===== src/rtl/dmtr_pkg.sv =====
// Shared types, constants and the 5x7 font table of the dot-matrix text rasterizer.
// No dependencies; dmtr_sat_add and the rasterizer unit import this package.
`timescale 1ns / 1ps
`default_nettype none

package dmtr_pkg;

  localparam int COORD_BITS_DEF = 16;
  localparam int FIELD_W        = 16;
  localparam int SCALE_W        = 8;
  localparam int COLOR_W        = 32;
  localparam int OFF_W          = 12;  // holds 10 * 255

  localparam int GLYPH_COLS     = 5;
  localparam int GLYPH_ROWS     = 7;
  localparam int GLYPH_CELLS    = GLYPH_COLS * GLYPH_ROWS;
  localparam int GLYPH_COUNT    = 44;
  localparam int GLYPH_IDX_W    = $clog2(GLYPH_COUNT);
  localparam int COL_W          = $clog2(GLYPH_COLS);
  localparam int ROW_W          = $clog2(GLYPH_ROWS);

  localparam logic [7:0] NEWLINE_CODE = 8'd10;
  localparam logic [GLYPH_IDX_W-1:0] BLANK_GLYPH = GLYPH_IDX_W'(43);

  typedef logic [GLYPH_CELLS-1:0] glyph_bits_t;

  typedef enum logic [2:0] {
    ST_IDLE,
    ST_NEWLINE,
    ST_COLUMN,
    ST_ROW,
    ST_ADVANCE
  } dmtr_state_t;

  // Columns of each glyph, bit 0 is the top row.
  localparam logic [7:0] FONT_ROM [0:GLYPH_COUNT-1][0:GLYPH_COLS-1] = '{
    '{8'd126, 8'd17,  8'd17,  8'd17,  8'd126}, '{8'd127, 8'd73,  8'd73,  8'd73,  8'd54},
    '{8'd62,  8'd65,  8'd65,  8'd65,  8'd34},  '{8'd127, 8'd65,  8'd65,  8'd34,  8'd28},
    '{8'd127, 8'd73,  8'd73,  8'd73,  8'd65},  '{8'd127, 8'd9,   8'd9,   8'd9,   8'd1},
    '{8'd62,  8'd65,  8'd73,  8'd73,  8'd122}, '{8'd127, 8'd8,   8'd8,   8'd8,   8'd127},
    '{8'd0,   8'd65,  8'd127, 8'd65,  8'd0},   '{8'd32,  8'd64,  8'd65,  8'd63,  8'd1},
    '{8'd127, 8'd8,   8'd20,  8'd34,  8'd65},  '{8'd127, 8'd64,  8'd64,  8'd64,  8'd64},
    '{8'd127, 8'd2,   8'd12,  8'd2,   8'd127}, '{8'd127, 8'd4,   8'd8,   8'd16,  8'd127},
    '{8'd62,  8'd65,  8'd65,  8'd65,  8'd62},  '{8'd127, 8'd9,   8'd9,   8'd9,   8'd6},
    '{8'd62,  8'd65,  8'd81,  8'd33,  8'd94},  '{8'd127, 8'd9,   8'd25,  8'd41,  8'd70},
    '{8'd70,  8'd73,  8'd73,  8'd73,  8'd49},  '{8'd1,   8'd1,   8'd127, 8'd1,   8'd1},
    '{8'd63,  8'd64,  8'd64,  8'd64,  8'd63},  '{8'd31,  8'd32,  8'd64,  8'd32,  8'd31},
    '{8'd63,  8'd64,  8'd56,  8'd64,  8'd63},  '{8'd99,  8'd20,  8'd8,   8'd20,  8'd99},
    '{8'd3,   8'd4,   8'd120, 8'd4,   8'd3},   '{8'd97,  8'd81,  8'd73,  8'd69,  8'd67},
    '{8'd62,  8'd81,  8'd73,  8'd69,  8'd62},  '{8'd0,   8'd66,  8'd127, 8'd64,  8'd0},
    '{8'd66,  8'd97,  8'd81,  8'd73,  8'd70},  '{8'd33,  8'd65,  8'd69,  8'd75,  8'd49},
    '{8'd24,  8'd20,  8'd18,  8'd127, 8'd16},  '{8'd39,  8'd69,  8'd69,  8'd69,  8'd57},
    '{8'd60,  8'd74,  8'd73,  8'd73,  8'd48},  '{8'd1,   8'd113, 8'd9,   8'd5,   8'd3},
    '{8'd54,  8'd73,  8'd73,  8'd73,  8'd54},  '{8'd6,   8'd73,  8'd73,  8'd41,  8'd30},
    '{8'd8,   8'd8,   8'd8,   8'd8,   8'd8},   '{8'd0,   8'd96,  8'd96,  8'd0,   8'd0},
    '{8'd0,   8'd54,  8'd54,  8'd0,   8'd0},   '{8'd32,  8'd16,  8'd8,   8'd4,   8'd2},
    '{8'd8,   8'd8,   8'd62,  8'd8,   8'd8},   '{8'd0,   8'd127, 8'd65,  8'd65,  8'd0},
    '{8'd0,   8'd65,  8'd65,  8'd127, 8'd0},   '{8'd0,   8'd0,   8'd0,   8'd0,   8'd0}
  };

  function automatic logic [GLYPH_IDX_W-1:0] glyph_index(input logic [7:0] code);
    logic [7:0] up;
    logic [GLYPH_IDX_W-1:0] idx;
    up = code;
    if (code >= "a" && code <= "z") begin
      up = code - 8'd32;
    end
    if (up >= "A" && up <= "Z") begin
      idx = GLYPH_IDX_W'(up - "A");
    end else if (up >= "0" && up <= "9") begin
      idx = GLYPH_IDX_W'(up - "0") + GLYPH_IDX_W'(26);
    end else begin
      unique case (up)
        "-":     idx = GLYPH_IDX_W'(36);
        ".":     idx = GLYPH_IDX_W'(37);
        ":":     idx = GLYPH_IDX_W'(38);
        "/":     idx = GLYPH_IDX_W'(39);
        "+":     idx = GLYPH_IDX_W'(40);
        "[":     idx = GLYPH_IDX_W'(41);
        "]":     idx = GLYPH_IDX_W'(42);
        default: idx = BLANK_GLYPH;
      endcase
    end
    return idx;
  endfunction

  // Flatten a glyph in scan order: column major, top row first.
  function automatic glyph_bits_t glyph_bits(input logic [7:0] code);
    logic [GLYPH_IDX_W-1:0] idx;
    glyph_bits_t bits;
    idx = glyph_index(code);
    for (int c = 0; c < GLYPH_COLS; c++) begin
      for (int r = 0; r < GLYPH_ROWS; r++) begin
        bits[c*GLYPH_ROWS + r] = FONT_ROM[idx][c][r];
      end
    end
    return bits;
  endfunction

endpackage

`default_nettype wire


===== src/rtl/dmtr_in_if.sv =====
// Character word channel of the dot-matrix text rasterizer.
// Depends on nothing; valid/ready handshake with the character payload.
`timescale 1ns / 1ps
`default_nettype none

interface dmtr_in_if;
  logic        valid;
  logic        ready;
  logic [7:0]  char_code;
  logic        new_string;
  logic [15:0] origin_x;
  logic [15:0] origin_y;
  logic [31:0] color_rgba;

  modport source (output valid, char_code, new_string, origin_x, origin_y, color_rgba,
                  input ready);
  modport sink   (input valid, char_code, new_string, origin_x, origin_y, color_rgba,
                  output ready);
endinterface

`default_nettype wire


===== src/rtl/dmtr_out_if.sv =====
// Pixel cell word channel of the dot-matrix text rasterizer.
// Depends on nothing; valid/ready handshake with the cell payload.
`timescale 1ns / 1ps
`default_nettype none

interface dmtr_out_if;
  logic        valid;
  logic        ready;
  logic [15:0] pixel_x;
  logic [15:0] pixel_y;
  logic [31:0] cell_color;
  logic        last_cell;

  modport source (output valid, pixel_x, pixel_y, cell_color, last_cell, input ready);
  modport sink   (input valid, pixel_x, pixel_y, cell_color, last_cell, output ready);
endinterface

`default_nettype wire


===== src/rtl/dmtr_sat_add.sv =====
// Shared saturating adder: coordinate plus small offset, clamped at all ones.
// Uses dmtr_pkg for the offset width.
`timescale 1ns / 1ps
`default_nettype none

module dmtr_sat_add
  import dmtr_pkg::*;
#(
  parameter int COORD_BITS = COORD_BITS_DEF
) (
  input  wire logic [COORD_BITS-1:0] base,
  input  wire logic [OFF_W-1:0]      offset,
  output logic      [COORD_BITS-1:0] sum
);

  logic [COORD_BITS:0] raw;

  assign raw = {1'b0, base} + (COORD_BITS+1)'(offset);
  assign sum = raw[COORD_BITS] ? '1 : raw[COORD_BITS-1:0];

endmodule

`default_nettype wire


===== src/rtl/dot_matrix_text_rasterizer_unit.sv =====
// Dot-matrix text rasterizer: one character word in, one word per lit 5x7 font cell out.
//
// in_ch  (sink):   char_code, new_string, origin_x/y (Q12.4), color_rgba.
// out_ch (source): pixel_x/y of the cell's top-left corner (Q12.4, saturated), cell_color
//                  and last_cell on the final lit cell of the character.
// cfg_we/cfg_wdata write cell_scale (Q4.4); write it only while the block is idle.
//
// A character is accepted when in_ch.ready is high, i.e. when the sequencer is idle.
// A glyph is then walked column by column: one step forms x, seven row steps scan the
// column, and a final step advances the cursor; the one shared saturating adder serves each
// step. A newline emits nothing and moves the cursor down to the line start; unknown codes
// emit nothing but still walk the blank glyph. Words form via COLUMN, ROW, output register.
// Cell words sit in an output register; when the receiver stalls with a word pending,
// the scan holds at the next lit cell until the register frees.
// Reset (rst_n low, synchronous) returns the sequencer to idle, clears cursor, line start
// and output valid and loads cell_scale with 1.0.
`timescale 1ns / 1ps
`default_nettype none

module dot_matrix_text_rasterizer_unit
  import dmtr_pkg::*;
#(
  parameter int COORD_BITS = COORD_BITS_DEF
) (
  input  wire logic               clk,
  input  wire logic               rst_n,
  dmtr_in_if.sink                 in_ch,
  dmtr_out_if.source              out_ch,
  input  wire logic               cfg_we,
  input  wire logic [SCALE_W-1:0] cfg_wdata
);

  localparam logic [COORD_BITS-1:0] CMAX = '1;

  dmtr_state_t           state_r, state_nxt;
  logic [SCALE_W-1:0]    scale_r;
  logic [COORD_BITS-1:0] cursor_x_r, cursor_x_nxt;
  logic [COORD_BITS-1:0] cursor_y_r, cursor_y_nxt;
  logic [COORD_BITS-1:0] line_x_r, line_x_nxt;
  logic [COLOR_W-1:0]    color_r, color_nxt;
  glyph_bits_t           glyph_r, glyph_nxt;
  logic [ROW_W-1:0]      row_r, row_nxt;
  logic [COL_W-1:0]      col_r, col_nxt;
  logic [OFF_W-1:0]      row_off_r, row_off_nxt;
  logic [OFF_W-1:0]      col_off_r, col_off_nxt;
  logic [COORD_BITS-1:0] px_r, px_nxt;
  logic                  out_valid_r, out_valid_nxt;
  logic [COORD_BITS-1:0] out_x_r, out_x_nxt;
  logic [COORD_BITS-1:0] out_y_r, out_y_nxt;
  logic [COLOR_W-1:0]    out_color_r, out_color_nxt;
  logic                  out_last_r, out_last_nxt;

  logic [COORD_BITS-1:0] add_a, add_sum;
  logic [OFF_W-1:0]      add_b;
  logic [OFF_W-1:0]      scale_ext, adv_off, line_off;
  logic [COORD_BITS-1:0] org_x, org_y;
  logic                  out_free;

  assign scale_ext = OFF_W'(scale_r);
  assign adv_off   = (scale_ext << 2) + (scale_ext << 1);
  assign line_off  = (scale_ext << 3) + (scale_ext << 1);

  assign org_x = (33'(in_ch.origin_x) > 33'(CMAX)) ? CMAX : COORD_BITS'(in_ch.origin_x);
  assign org_y = (33'(in_ch.origin_y) > 33'(CMAX)) ? CMAX : COORD_BITS'(in_ch.origin_y);

  assign out_free = !out_valid_r || out_ch.ready;

  dmtr_sat_add #(
    .COORD_BITS (COORD_BITS)
  ) u_add (
    .base   (add_a),
    .offset (add_b),
    .sum    (add_sum)
  );

  assign in_ch.ready       = (state_r == ST_IDLE);
  assign out_ch.valid      = out_valid_r;
  assign out_ch.pixel_x    = FIELD_W'(out_x_r);
  assign out_ch.pixel_y    = FIELD_W'(out_y_r);
  assign out_ch.cell_color = out_color_r;
  assign out_ch.last_cell  = out_last_r;

  always_comb begin
    unique case (state_r)
      ST_NEWLINE: begin add_a = cursor_y_r; add_b = line_off;  end
      ST_COLUMN:  begin add_a = cursor_x_r; add_b = col_off_r; end
      ST_ROW:     begin add_a = cursor_y_r; add_b = row_off_r; end
      ST_ADVANCE: begin add_a = cursor_x_r; add_b = adv_off;   end
      default:    begin add_a = cursor_x_r; add_b = '0;        end
    endcase
  end

  always_comb begin
    state_nxt     = state_r;
    cursor_x_nxt  = cursor_x_r;
    cursor_y_nxt  = cursor_y_r;
    line_x_nxt    = line_x_r;
    color_nxt     = color_r;
    glyph_nxt     = glyph_r;
    row_nxt       = row_r;
    col_nxt       = col_r;
    row_off_nxt   = row_off_r;
    col_off_nxt   = col_off_r;
    px_nxt        = px_r;
    out_valid_nxt = out_valid_r && !out_ch.ready;
    out_x_nxt     = out_x_r;
    out_y_nxt     = out_y_r;
    out_color_nxt = out_color_r;
    out_last_nxt  = out_last_r;

    unique case (state_r)
      ST_IDLE: begin
        if (in_ch.valid) begin
          if (in_ch.new_string) begin
            cursor_x_nxt = org_x;
            line_x_nxt   = org_x;
            cursor_y_nxt = org_y;
          end
          color_nxt   = in_ch.color_rgba;
          glyph_nxt   = glyph_bits(in_ch.char_code);
          col_nxt     = '0;
          col_off_nxt = '0;
          state_nxt   = (in_ch.char_code == NEWLINE_CODE) ? ST_NEWLINE : ST_COLUMN;
        end
      end
      ST_NEWLINE: begin
        cursor_x_nxt = line_x_r;
        cursor_y_nxt = add_sum;
        state_nxt    = ST_IDLE;
      end
      ST_COLUMN: begin
        px_nxt      = add_sum;
        row_nxt     = '0;
        row_off_nxt = '0;
        state_nxt   = ST_ROW;
      end
      ST_ROW: begin
        // hold on a lit cell until the output register frees
        if (!glyph_r[0] || out_free) begin
          if (glyph_r[0]) begin
            out_valid_nxt = 1'b1;
            out_x_nxt     = px_r;
            out_y_nxt     = add_sum;
            out_color_nxt = color_r;
            out_last_nxt  = (glyph_r[GLYPH_CELLS-1:1] == '0);
          end
          glyph_nxt   = glyph_r >> 1;
          row_nxt     = row_r + 1'b1;
          row_off_nxt = row_off_r + scale_ext;
          if (row_r == ROW_W'(GLYPH_ROWS-1)) begin
            col_nxt     = col_r + 1'b1;
            col_off_nxt = col_off_r + scale_ext;
            state_nxt   = (col_r == COL_W'(GLYPH_COLS-1)) ? ST_ADVANCE : ST_COLUMN;
          end
        end
      end
      ST_ADVANCE: begin
        cursor_x_nxt = add_sum;
        state_nxt    = ST_IDLE;
      end
      default: begin
        state_nxt = ST_IDLE;
      end
    endcase
  end

  always_ff @(posedge clk) begin
    if (!rst_n) begin
      state_r     <= ST_IDLE;
      scale_r     <= SCALE_W'(16);
      cursor_x_r  <= '0;
      cursor_y_r  <= '0;
      line_x_r    <= '0;
      out_valid_r <= 1'b0;
    end else begin
      state_r     <= state_nxt;
      cursor_x_r  <= cursor_x_nxt;
      cursor_y_r  <= cursor_y_nxt;
      line_x_r    <= line_x_nxt;
      out_valid_r <= out_valid_nxt;
      if (cfg_we) begin
        scale_r <= cfg_wdata;
      end
    end
  end

  always_ff @(posedge clk) begin
    color_r     <= color_nxt;
    glyph_r     <= glyph_nxt;
    row_r       <= row_nxt;
    col_r       <= col_nxt;
    row_off_r   <= row_off_nxt;
    col_off_r   <= col_off_nxt;
    px_r        <= px_nxt;
    out_x_r     <= out_x_nxt;
    out_y_r     <= out_y_nxt;
    out_color_r <= out_color_nxt;
    out_last_r  <= out_last_nxt;
  end

endmodule

`default_nettype wire

===== src/flat_wrapper.sv =====
// flat-port wrapper written by rule: the top's interface ports become plain ports
module dot_matrix_text_rasterizer_unit_flat import dmtr_pkg::*;
#(
  parameter int COORD_BITS = COORD_BITS_DEF
)
  (clk, rst_n, cfg_we, cfg_wdata, in_ch_valid, in_ch_char_code, in_ch_new_string, in_ch_origin_x, in_ch_origin_y, in_ch_color_rgba, in_ch_ready, out_ch_valid, out_ch_pixel_x, out_ch_pixel_y, out_ch_cell_color, out_ch_last_cell, out_ch_ready);
  dmtr_in_if in_ch_i ();
  dmtr_out_if out_ch_i ();
  input  wire logic clk;
  input  wire logic rst_n;
  input  wire logic cfg_we;
  input  wire logic [SCALE_W-1:0] cfg_wdata;
  input wire logic [$bits(in_ch_i.valid)-1:0] in_ch_valid;
  input wire logic [$bits(in_ch_i.char_code)-1:0] in_ch_char_code;
  input wire logic [$bits(in_ch_i.new_string)-1:0] in_ch_new_string;
  input wire logic [$bits(in_ch_i.origin_x)-1:0] in_ch_origin_x;
  input wire logic [$bits(in_ch_i.origin_y)-1:0] in_ch_origin_y;
  input wire logic [$bits(in_ch_i.color_rgba)-1:0] in_ch_color_rgba;
  output wire logic [$bits(in_ch_i.ready)-1:0] in_ch_ready;
  output wire logic [$bits(out_ch_i.valid)-1:0] out_ch_valid;
  output wire logic [$bits(out_ch_i.pixel_x)-1:0] out_ch_pixel_x;
  output wire logic [$bits(out_ch_i.pixel_y)-1:0] out_ch_pixel_y;
  output wire logic [$bits(out_ch_i.cell_color)-1:0] out_ch_cell_color;
  output wire logic [$bits(out_ch_i.last_cell)-1:0] out_ch_last_cell;
  input wire logic [$bits(out_ch_i.ready)-1:0] out_ch_ready;
  assign in_ch_i.valid = in_ch_valid;
  assign in_ch_i.char_code = in_ch_char_code;
  assign in_ch_i.new_string = in_ch_new_string;
  assign in_ch_i.origin_x = in_ch_origin_x;
  assign in_ch_i.origin_y = in_ch_origin_y;
  assign in_ch_i.color_rgba = in_ch_color_rgba;
  assign in_ch_ready = in_ch_i.ready;
  assign out_ch_valid = out_ch_i.valid;
  assign out_ch_pixel_x = out_ch_i.pixel_x;
  assign out_ch_pixel_y = out_ch_i.pixel_y;
  assign out_ch_cell_color = out_ch_i.cell_color;
  assign out_ch_last_cell = out_ch_i.last_cell;
  assign out_ch_i.ready = out_ch_ready;
  dot_matrix_text_rasterizer_unit #(.COORD_BITS(COORD_BITS)) u_core (.clk(clk), .rst_n(rst_n), .in_ch(in_ch_i), .out_ch(out_ch_i), .cfg_we(cfg_we), .cfg_wdata(cfg_wdata));
endmodule

===== config.mk =====
export PLATFORM = sky130hd
export DESIGN_NAME = dot_matrix_text_rasterizer_unit_flat
export DESIGN_NICKNAME = d
export VERILOG_FILES = /design/src/rtl/dmtr_pkg.sv /design/src/rtl/dmtr_in_if.sv /design/src/rtl/dmtr_out_if.sv /design/src/rtl/dmtr_sat_add.sv /design/src/rtl/dot_matrix_text_rasterizer_unit.sv /design/src/flat_wrapper.sv
export SDC_FILE = /design/constraint.sdc
export NUM_CORES = 1
export LEC_CHECK = 0
export ABC_AREA = 1
export BUFFER_PORTS_ARGS = -buffer_cell sky130_fd_sc_hd__buf_4
export CAP_MARGIN = 25
export CORE_ASPECT_RATIO = 0.9
export CORE_MARGIN = 3
export CORE_UTILIZATION = 30
export CTS_BUF_LIST = sky130_fd_sc_hd__clkbuf_4
export DETAILED_ROUTE_END_ITERATION = 10
export GPL_TIMING_DRIVEN = 0
export PLACE_DENSITY = 0.53
export SYNTH_ARGS = -nofsm -noshare
export SYNTH_HDL_FRONTEND = slang
export SYNTH_SLANG_ARGS = --single-unit

===== constraint.sdc =====
create_clock -name clk -period 4.6 [get_ports clk]
set_input_delay 0.69 -clock clk [delete_from_list [all_inputs] [get_ports clk]]
set_output_delay 0.69 -clock clk [all_outputs]
set_load 0.1 [all_outputs]

==> results of run 1 <==
-- worst register-to-register path: cells and delay by family, from the launching register on --
kind,cells,cell delay (ps)
AO/OA/AOI/OAI,8,1130
buffers and inverters,5,730
flip-flops,1,500
adder cells (fa/ha/maj),2,830
AND/OR/NAND/NOR,8,920
-- final timing paths --
| check | cells after the start | slack [ps] | start | endpoint |
|---|---|---|---|---|
| min | 1 | 130 | in_ch_color_rgba[23] | u_core.color_r[23] |
| max reg2reg | 23 | 350 | u_core.scale_r[3] | u_core.cursor_x_r[4] |
| min reg2reg | 0 | 390 | u_core.px_r[1] | u_core.out_ch.pixel_x[1] |
| max | 23 | 350 | u_core.scale_r[3] | u_core.cursor_x_r[4] |
-- metal layers --
layer	GRT usage (%)	part of all wire [%]
met5	0	0
met1	27.0	47
met2	27.6	42
met3	3.55	7.8
met4	6.16	2.9
-- what timing repair did --
action	CTS	global route
hold endpoints to repair	0	0
buffers inserted	0	2
gates resized for setup	9	30
setup endpoints to repair	23	48
-- cell type report --
cell class | instances | area [µm²] | share of cell area [%]
Inverter | 163 | 616 | 3.86
Antenna cell | 1 | 2.50 | 0.0157
Tap cell | 555 | 694 | 4.35
Timing Repair Buffer | 160 | 1250 | 7.83
Clock buffer | 95 | 713 | 4.47
Buffer | 55 | 303 | 1.90
Clock inverter | 18 | 90.1 | 0.565
Multi-Input combinational cell | 1068 | 5730 | 35.9
Sequential cell | 238 | 6560 | 41.1
-- cell families (layout without fill, tap and decap cells) --
| logic type | count (synthesis) | count (layout) |
|---|---|---|
| XOR/XNOR | 13 | 13 |
| other | 0 | 1 |
| AND/OR/NAND/NOR | 697 | 697 |
| adder cells (fa/ha/maj) | 67 | 67 |
| flip-flops | 238 | 238 |
| AO/OA/AOI/OAI | 290 | 290 |
| multiplexers | 1 | 1 |
| buffers and inverters | 218 | 491 |
-- power groups by stage --
stage	registers, mW	logic [mW]	clock network, mW
floorplan	2.98	1.00	0
global placement	2.91	1.65	0
detailed placement	2.90	1.69	0
CTS	2.85	1.70	1.91
global route	2.88	1.91	2.02
finish	2.86	1.72	1.83
-- cells in the final DEF (no fill, tap or decap), types with 6 or more instances in the layout --
| cell | n |
|---|---|
| nor4_1 | 8 |
| nand2_2 | 16 |
| a31oi_1 | 9 |
| nand3_1 | 107 |
| clkbuf_4 | 95 |
| edfxtp_1 | 178 |
| ha_1 | 62 |
| xnor2_1 | 9 |
| clkbuf_1 | 23 |
| nand3_2 | 7 |
| nor2_1 | 151 |
| a21oi_1 | 108 |
| clkbuf_2 | 10 |
| buf_4 | 161 |
| clkinv_1 | 19 |
| o21ai_0 | 93 |
| inv_1 | 147 |
| a41oi_1 | 7 |
| buf_6 | 7 |
| nand2_1 | 339 |
| a22oi_1 | 8 |
| a221oi_1 | 9 |
| nand4_1 | 18 |
| o21bai_1 | 6 |
| nor3_1 | 13 |
| o211ai_1 | 7 |
| o21ai_1 | 14 |
| inv_2 | 11 |
| nor2_2 | 14 |
| dfxtp_1 | 57 |
-- stage by stage --
step	instances	TNS (ps)	hold slack (ps)	cell area, µm²
6_report	2353	0	135	16000
2_1_floorplan	1524	0	400	13100
4_1_cts	2350	0	52.5	15900
3_3_place_gp	2230	-165220	401	15000
5_1_grt	2353	0	58.4	16000
3_5_place_dp	2237	-1960	405	15100
==> results.sh, run 1 <==
export IMPL_die_area_um2=46300
export IMPL_cp_top_family="compound AO/OA/AOI/OAI gates"
export IMPL_slew_violations=0
export IMPL_postRouteAntennaNets=0
export IMPL_clockBufferDepth=3
export IMPL_largest_register="u_core.glyph_r"
export IMPL_synth_area_leaders="edfxtp_1, nand2_1, dfxtp_1"
export IMPL_synth_area_leader_cell="edfxtp_1"
export IMPL_worstSkewPairLatency_ps=740
export IMPL_cpMostUsedCell="inv_1"
export IMPL_design_final_nets=1900
export IMPL_relSlewSlack_pct=36.3
export IMPL_cap_viol_max_count=0
export IMPL_globalRouteOverflowTotal=0
export IMPL_ys_types=53
export IMPL_syn_avg_cell_area_um2=8.61
export IMPL_post_synth_xor_area_fraction_pct=0.867
export IMPL_floorplan_rows=72
export IMPL_synth_top_cells_by_count="nand2_1, edfxtp_1, nor2_1"
export IMPL_cellInternalPower_mw=4.17
export IMPL_total_leakage_power_nw=6.84
export IMPL_clock_sink_count=238
export IMPL_crit_fanout=9
export IMPL_synth_top_family_by_area="simple AND/OR/NAND/NOR gates"
export IMPL_synth_fp_nets=1677
export IMPL_post_synth_edffs=178
export IMPL_maximum_number_of_pins_on_one_net_before_global_route_repair=33
export IMPL_worstMarginPinSlew_ps=955
export IMPL_final_hold_viol_count=0
export IMPL_yosysTopAreaCellShare_pct=40.7
export IMPL_post_synth_inst_count=1524
export IMPL_synth_seq_cells=238
export IMPL_grt_pass1_vias=11300
export IMPL_highest_clock_frequency_the_design_can_meet_mhz=235
export IMPL_most_common_cell_in_the_netlist="nand2_1"
export IMPL_globalplace_congestion=1.00
export IMPL_num_vias=11800
export IMPL_crit_path_cell_trace="inv_1 > fa_1 > o31ai_2 > inv_1 > nor2_1 > nor2_1 > o21ai_1 > a21oi_1 > o21ai_0 > nand3_1 > ha_1 > nand2_1 > nor2_1 > nand3_1 > o2111ai_1 > nand3_1 > inv_1 > nand3_4 > inv_2 > a21oi_1 > inv_1 > a22oi_1 > a21oi_1"
export IMPL_post_route_worst_setup_slack_ps=352
export IMPL_ys_warnings_count=0
export IMPL_syn_area_um2=13100
export IMPL_critPathKind="reg -> reg"
export IMPL_worstPathBufferInverterCount=5
export IMPL_num_fill_cells=4509
export IMPL_layout_area_overhead_vs_synth_pct=21.6
export IMPL_synthArstFlopShare_pct=0
export IMPL_grt_pass1_wl_um=66300
export IMPL_detailedPlace_worstSlack_ps=-372
export IMPL_timing_hold_worst_class="in -> reg"
export IMPL_p_total_mw=6.41
export IMPL_setup_worst_path_end_class="flop"
export IMPL_start_util_pct=30.5
export IMPL_tritoncts_num_buffers=61
export IMPL_p_comb_share_pct=26.9
export IMPL_ys_dominant_reg_cell="edfxtp_1"
export IMPL_post_route_util_pct=37.1
export IMPL_post_drt_via_cell_ratio=5.00
export IMPL_crit_path_start_kind="flop"
export IMPL_seq_power_share_pct=44.5
export IMPL_synth_sequential_area_ratio_pct=49.9
export IMPL_min_period_ps=4250
export IMPL_power_switching_fraction_pct=35.0
export IMPL_worst_path_max_delay_cell="dfxtp_1"
export IMPL_cpPeakStageDelay_ps=500
export IMPL_cts_htree_levels=2
export IMPL_die_y_um=204
export IMPL_tritoncts="done"
export IMPL_drc=0
export IMPL_setup_repair_after_global_routing_missed_its_margin="false"
export IMPL_setup_viol_count_final=0
export IMPL_routed_wl_um=43700
export IMPL_worst_ep_arrival_time_ps=4870
export IMPL_dp_hpwl_um=33400
export IMPL_clock_tree_root_cell="clkbuf_4"
export IMPL_die_x_um=226
export IMPL_vdd_drop_max_mv=0.198
export IMPL_run_status="finished clean"
export IMPL_drtPass1Iterations=6
export IMPL_synth_mux_area_fraction_pct=0.0858
export IMPL_top_level_ports=153
export IMPL_hold_buffers=0
export IMPL_clock_skew_final_ps=65.7
export IMPL_std_cell_core_area_um2=43100
export IMPL_synth_compound_gate_area_share_pct=12.6
export IMPL_synthAdderAreaFrac_pct=6.67
export IMPL_buffer_ports_inserted=151
export IMPL_layout_drive_gt1_share_pct=19.9
export IMPL_first_iter_violations=1015
export IMPL_clkPwrFrac_pct=28.6
export IMPL_power_density_nw_per_um2=402
export IMPL_final_period_utilization_pct=92.3
export IMPL_net_switching_power_mw=2.24
export IMPL_route_detailed_wl_per_inst_um=18.6
export IMPL_simple_gate_area_share_of_the_yosys_netlist_pct=23.1
export IMPL_largest_register_ff_count=35
export IMPL_global_route_usage_over_all_layers_pct=18.6
export IMPL_worst_setup_hold_path_clk_slew_ps=70
export IMPL_grt_antenna_before_repair=1
export IMPL_critPathRequiredTime_ps=5220
Note: power is estimated with default switching activity, not from simulation.
==> inputs of run 2 (changes only) <==
--- a/config.mk
+++ b/config.mk
@@ -12,9 +12,12 @@
 export CORE_MARGIN = 3
 export CORE_UTILIZATION = 30
 export CTS_BUF_LIST = sky130_fd_sc_hd__clkbuf_4
+export CTS_CLUSTER_SIZE = 12
 export DETAILED_ROUTE_END_ITERATION = 10
 export GPL_TIMING_DRIVEN = 0
 export PLACE_DENSITY = 0.53
+export REMOVE_ABC_BUFFERS = 1
+export SLEW_MARGIN = 20
 export SYNTH_ARGS = -nofsm -noshare
 export SYNTH_HDL_FRONTEND = slang
 export SYNTH_SLANG_ARGS = --single-unit
==> run 2 against run 1 <==
Net effect: critical endpoint is now u_core.cursor_y_r[15]; first-iteration DRC count down 29%; setup slack worse by 5.3 ps; highest routed layer unchanged; non-clock buffer count down 32; critical path depth down 6; count of clock-buffer cells in the layout up 6; die area unchanged.
==> results.sh, run 2 (synthesis gave the netlist of run 1 again) <==
export IMPL_die_area_um2=46300
export IMPL_tritoncts_num_buffers=67
export IMPL_min_period_ps=4250
export IMPL_setup_viol_count_final=0
export IMPL_grt_pass1_vias=11200
export IMPL_drtPass1Iterations=5
export IMPL_post_route_cell_area_um2=16200
export IMPL_top_level_ports=153
export IMPL_r2r_slack_ps=350
export IMPL_worstSkewPairLatency_ps=710
export IMPL_globalRouteOverflowTotal=0
export IMPL_relSlewSlack_pct=43.8
export IMPL_grt_pass1_wl_um=61500
export IMPL_post_route_worst_setup_slack_ps=347
export IMPL_met3_usage_pct=4.01
export IMPL_design_final_nets=1874
export IMPL_vdd_drop_max_mv=0.193
export IMPL_critPathKind="reg -> reg"
export IMPL_layer_carrying_the_most_global_route_usage="met2"
export IMPL_drc=0
export IMPL_grt_met2_usage_pct=27.3
export IMPL_floorplan_rows=72
export IMPL_largest_register_ff_count=35
export IMPL_placed_cell_area_um2=15000
export IMPL_die_y_um=204
export IMPL_grt_use_met1_pct=22.5
export IMPL_post_route_util_pct=37.6
export IMPL_first_iter_violations=719
export IMPL_final_instance_count_excl_fill=2330
export IMPL_globalplace_congestion=0.891
export IMPL_layout_cells_most_common="nand2_1"
export IMPL_layout_area_overhead_vs_synth_pct=23.5
export IMPL_cts_htree_levels=3
export IMPL_power_density_nw_per_um2=421
export IMPL_route_detailed_wl_per_inst_um=16.9
export IMPL_worst_ep_arrival_time_ps=4860
export IMPL_post_drt_via_cell_ratio=4.89
export IMPL_critPathRequiredTime_ps=5210
export IMPL_layout_cells_most_common_list="nand2_1, edfxtp_1, buf_4, nor2_1, inv_1"
export IMPL_clock_sink_count=238
export IMPL_std_cell_core_area_um2=43100
export IMPL_global_route_usage_over_all_layers_pct=16.9
export IMPL_tritoncts="done"
export IMPL_min_delay_path_depth=1
export IMPL_crit_path_start_kind="flop"
export IMPL_detailedPlace_worstSlack_ps=-453
export IMPL_timing_hold_worst_class="in -> reg"
export IMPL_slew_violations=0
export IMPL_buffer_ports_inserted=152
export IMPL_die_x_um=226
export IMPL_final_period_utilization_pct=92.5
export IMPL_routed_wl_um=39500
export IMPL_clock_tree_root_cell="clkbuf_4"
export IMPL_worstMarginPinSlew_ps=841
export IMPL_setup_worst_path_end_class="flop"
export IMPL_grt_antenna_before_repair=1
export IMPL_timing_reg2reg_worst_path_depth=17
export IMPL_num_vias=11400
export IMPL_setup_repair_after_global_routing_missed_its_margin="false"
export IMPL_largest_register="u_core.glyph_r"
export IMPL_crit_fanout=22
export IMPL_worst_setup_hold_path_clk_slew_ps=70
export IMPL_run_status="finished clean"
export IMPL_clock_skew_final_ps=66.3
export IMPL_dp_hpwl_um=28700
export IMPL_start_util_pct=30.5
export IMPL_layout_drive_gt1_share_pct=21.5
export IMPL_maximum_number_of_pins_on_one_net_before_global_route_repair=40
export IMPL_postRouteAntennaNets=0
export IMPL_place_inst=2196
export IMPL_clockBufferDepth=3
export IMPL_total_leakage_power_nw=6.96
export IMPL_cap_viol_max_count=0
export IMPL_highest_clock_frequency_the_design_can_meet_mhz=235
export IMPL_final_hold_viol_count=0
[run 2: changes by cell type in the layout (fill, tap and decap cells not counted), sizes merged]
| cell | before | now |
|---|---|---|
| clkbuf | 129 | 101 |
| buf | 181 | 183 |
| bufinv | 0 | 6 |
| inv | 159 | 158 |
| clkinv | 21 | 19 |
[run 2: final cells by class]
class,count,area (µm²)
Antenna cell,1,2.50
Clock buffer,101,758
Clock inverter,21,248
Fill cell,4430,26900
Inverter,163,618
Multi-Input combinational cell,1068,5800
Sequential cell,238,6560
Tap cell,555,694
Timing Repair Buffer,183,1520
[run 2: what timing repair did]
item,4_1_cts,5_1_grt
setup buffers,0,10
resized for setup,9,15
hold buffers,0,0
pin swaps,0,2
setup endpoints to repair,45,54
[run 2: report_power, final]
| part | internal, mW | total (mW) | switching [mW] |
|---|---|---|---|
| clock network | 1.35 | 2.27 | 0.925 |
| registers | 2.71 | 2.86 | 0.144 |
| logic | 0.540 | 1.70 | 1.16 |
[run 2: stage by stage]
stage          TNS (ps)  hold WS [ps]  power, mW
2_1_floorplan   -489700           400       3.95
3_3_place_gp   -1657160           400       4.47
3_5_place_dp      -7320           405       4.56
4_1_cts               0          81.9       6.91
5_1_grt               0          75.6       7.27
6_report              0           182       6.83
[run 2: path summary, 6_finish.rpt]
path,start,end
min reg2reg,u_core.color_r[25],u_core.out_ch.cell_color[25]
max reg2reg,u_core.state_r[2],u_core.cursor_y_r[15]
min,in_ch_color_rgba[23],u_core.color_r[23]
max,u_core.state_r[2],u_core.cursor_y_r[15]
[run 2: critical path, stage by stage (launching register included)]
cell and delay [ps]:
dfxtp_1 530, inv_1 160, nor2_4 600, inv_1 260, o31ai_1 500, ha_1 290, nand2_1 60, o21ai_0 280
a21boi_0 210, o21ai_0 300, nand2_1 80, inv_1 80, o21ai_1 100, nor2_1 160, o21ai_0 100, o21ai_1 220
nand2_1 90, a21oi_1 130
[run 2: routing by layer]
metal | share of wire [%] | up-vias
met5 | 0 | -
met4 | 2.6 | 0
met3 | 5.8 | 73
met2 | 46 | 305
met1 | 45 | 5349
li1 | - | 5664
==> inputs of run 3 (changes only) <==
--- a/config.mk
+++ b/config.mk
@@ -8,7 +8,7 @@
 export ABC_AREA = 1
 export BUFFER_PORTS_ARGS = -buffer_cell sky130_fd_sc_hd__buf_4
 export CAP_MARGIN = 25
-export CORE_ASPECT_RATIO = 0.9
+export CORE_ASPECT_RATIO = 0.6
 export CORE_MARGIN = 3
 export CORE_UTILIZATION = 30
 export CTS_BUF_LIST = sky130_fd_sc_hd__clkbuf_4
==> run 3 against run 2 <==
Net effect: combinational power up 4%; critical endpoint is now u_core.cursor_y_r[13]; highest routed layer unchanged; non-clock buffer count decreased by 5; sequential cell count did not move.
==> results.sh, run 3 (synthesis gave the netlist of run 1 again) <==
export IMPL_largest_register="u_core.glyph_r"
export IMPL_tritoncts_num_buffers=57
export IMPL_grt_use_met1_pct=28.6
export IMPL_met3_usage_pct=4.70
export IMPL_setup_viol_count_final=0
export IMPL_crit_path_start_kind="flop"
export IMPL_cellInternalPower_mw=4.20
export IMPL_worst_hold_slack_ps=147
export IMPL_buffer_ports_inserted=152
export IMPL_floorplan_rows=58
export IMPL_worst_setup_hold_path_clk_slew_ps=80
export IMPL_clock_skew_final_ps=54.3
export IMPL_start_util_pct=30.9
export IMPL_num_vias=11700
export IMPL_relSlewSlack_pct=40.1
export IMPL_total_leakage_power_nw=6.81
export IMPL_clockBufferDepth=3
export IMPL_rr_startpoint="u_core.scale_r[2]"
export IMPL_clkPwrFrac_pct=28.3
export IMPL_worst_ep_arrival_time_ps=4920
export IMPL_layout_cells_most_common="nand2_1"
export IMPL_clock_sink_count=238
export IMPL_grt_antenna_before_repair=1
export IMPL_drtPass1Iterations=5
export IMPL_final_period_utilization_pct=93.7
export IMPL_layer_carrying_the_most_global_route_usage="met1"
export IMPL_critical_path_reg2reg_endpoint="u_core.cursor_y_r[13]"
export IMPL_seq_power_share_pct=44.3
export IMPL_worstSkewPairLatency_ps=720
export IMPL_final_hold_viol_count=0
export IMPL_run_status="finished clean"
export IMPL_slew_violations=0
export IMPL_p_comb_share_pct=27.4
export IMPL_grt_pass1_wl_um=64700
export IMPL_layout_drive_gt1_share_pct=20.9
export IMPL_grt_met2_usage_pct=22.3
export IMPL_tritoncts="done"
export IMPL_critPathRequiredTime_ps=5210
export IMPL_globalRouteOverflowTotal=0
export IMPL_vdd_drop_max_mv=0.209
export IMPL_min_from="in_ch_color_rgba[2]"
export IMPL_first_iter_violations=1108
export IMPL_design_final_nets=1860
export IMPL_highest_clock_frequency_the_design_can_meet_mhz=232
export IMPL_postRouteAntennaNets=0
export IMPL_die_x_um=276
export IMPL_global_route_usage_over_all_layers_pct=17.6
export IMPL_setup_worst_path_end_class="flop"
export IMPL_post_drt_via_cell_ratio=5.02
export IMPL_setup_worst_path_end="u_core.cursor_y_r[13]"
export IMPL_hold_buffers=0
export IMPL_die_area_um2=46400
export IMPL_cts_htree_levels=2
export IMPL_setup_tns_final_ps=0
export IMPL_top_level_ports=153
export IMPL_globalplace_congestion=0.999
export IMPL_largest_register_ff_count=35
export IMPL_maximum_number_of_pins_on_one_net_before_global_route_repair=39
export IMPL_timing_reg2reg_worst_path_depth=22
export IMPL_worstMarginPinSlew_ps=897
export IMPL_layout_cells_most_common_list="nand2_1, edfxtp_1, buf_4, nor2_1, inv_1"
export IMPL_route_detailed_wl_per_inst_um=18.0
export IMPL_p_total_mw=6.45
export IMPL_min_period_ps=4310
export IMPL_r2r_slack_ps=290
export IMPL_timing_hold_worst_class="in -> reg"
export IMPL_cap_viol_max_count=0
export IMPL_place_inst=2214
export IMPL_routed_wl_um=41900
export IMPL_dp_hpwl_um=31700
export IMPL_num_fill_cells=4380
export IMPL_net_switching_power_mw=2.25
export IMPL_std_cell_core_area_um2=42500
export IMPL_final_instance_count_excl_fill=2324
export IMPL_power_density_nw_per_um2=403
export IMPL_power_switching_fraction_pct=34.9
export IMPL_cp_startpoint="u_core.scale_r[2]"
export IMPL_drc=0
export IMPL_die_y_um=168
export IMPL_clock_tree_root_cell="clkbuf_4"
export IMPL_grt_pass1_vias=10900
export IMPL_crit_fanout=8
export IMPL_critPathKind="reg -> reg"
export IMPL_layout_area_overhead_vs_synth_pct=21.9
export IMPL_min_delay_path_depth=1
-- run 3: area by class of cell --
cell class | instances | area, µm² | area share (%)
sequential | 238 | 6560 | 41.0
multi-input combinational | 1069 | 5840 | 36.5
timing repair buffer | 178 | 1500 | 9.35
tap | 570 | 713 | 4.46
clock buffer | 91 | 683 | 4.27
inverter | 163 | 621 | 3.88
clock inverter | 14 | 90.1 | 0.563
antenna | 1 | 2.50 | 0.0156
-- run 3: what timing repair did --
item | CTS | global route
pin swaps | 0 | 1
resized for setup | 14 | 22
gates cloned | 0 | 1
setup buffers | 0 | 2
setup endpoints to repair | 56 | 58
-- run 3: power groups by stage --
stage	Combinational [mW]	Sequential [mW]	Clock, mW
global placement	1.60	2.91	0
global route	1.95	2.89	2.00
finish	1.77	2.86	1.83
CTS	1.71	2.85	1.89
detailed placement	1.69	2.90	0
floorplan	0.970	2.98	0
-- run 3: worst max-delay path, stage by stage, from the launching register on --
cell and delay (ps):
dfxtp_2 450, ha_1 210, inv_1 60, fa_1 470
o31ai_4 310, inv_1 60, nor2_1 120, nor2_1 60
o21ai_1 200, a21oi_1 100, o21ai_0 90, nand3_1 120
ha_1 370, nand2_1 120, nor2_1 170, nand2_1 90
o2111ai_2 140, nand3_1 160, inv_2 170, nand3_2 270
nand3_1 270, nand2_1 80, a31oi_1 130
-- run 3: worst min-delay path by stage --
stage,slack [ps],to
after floorplan,400,u_core.out_ch.cell_color[0]
after global placement,400,u_core.out_ch.cell_color[27]
after detailed placement,400,u_core.out_ch.cell_color[25]
after CTS,80,u_core.color_r[8]
after global routing,70,u_core.color_r[8]
final,150,u_core.color_r[2]
-- run 3: routing by layer --
layer,wire length (µm),vias up,part of all wire [%]
li1,-,5645,-
met1,21900,5500,52
met2,15400,466,37
met3,3940,52,9.4
met4,645,0,1.5
met5,0,-,0
-- run 3: through the flow --
stage	cell area [µm²]	setup WS [ps]	utilization, %
5_1_grt	16000	-13.3	37.6
6_report	16000	290	37.6
2_1_floorplan	12800	-3320	-
4_1_cts	15900	21.1	37.3
3_5_place_dp	15100	-593	35.5
3_3_place_gp	14700	-8710	34.6
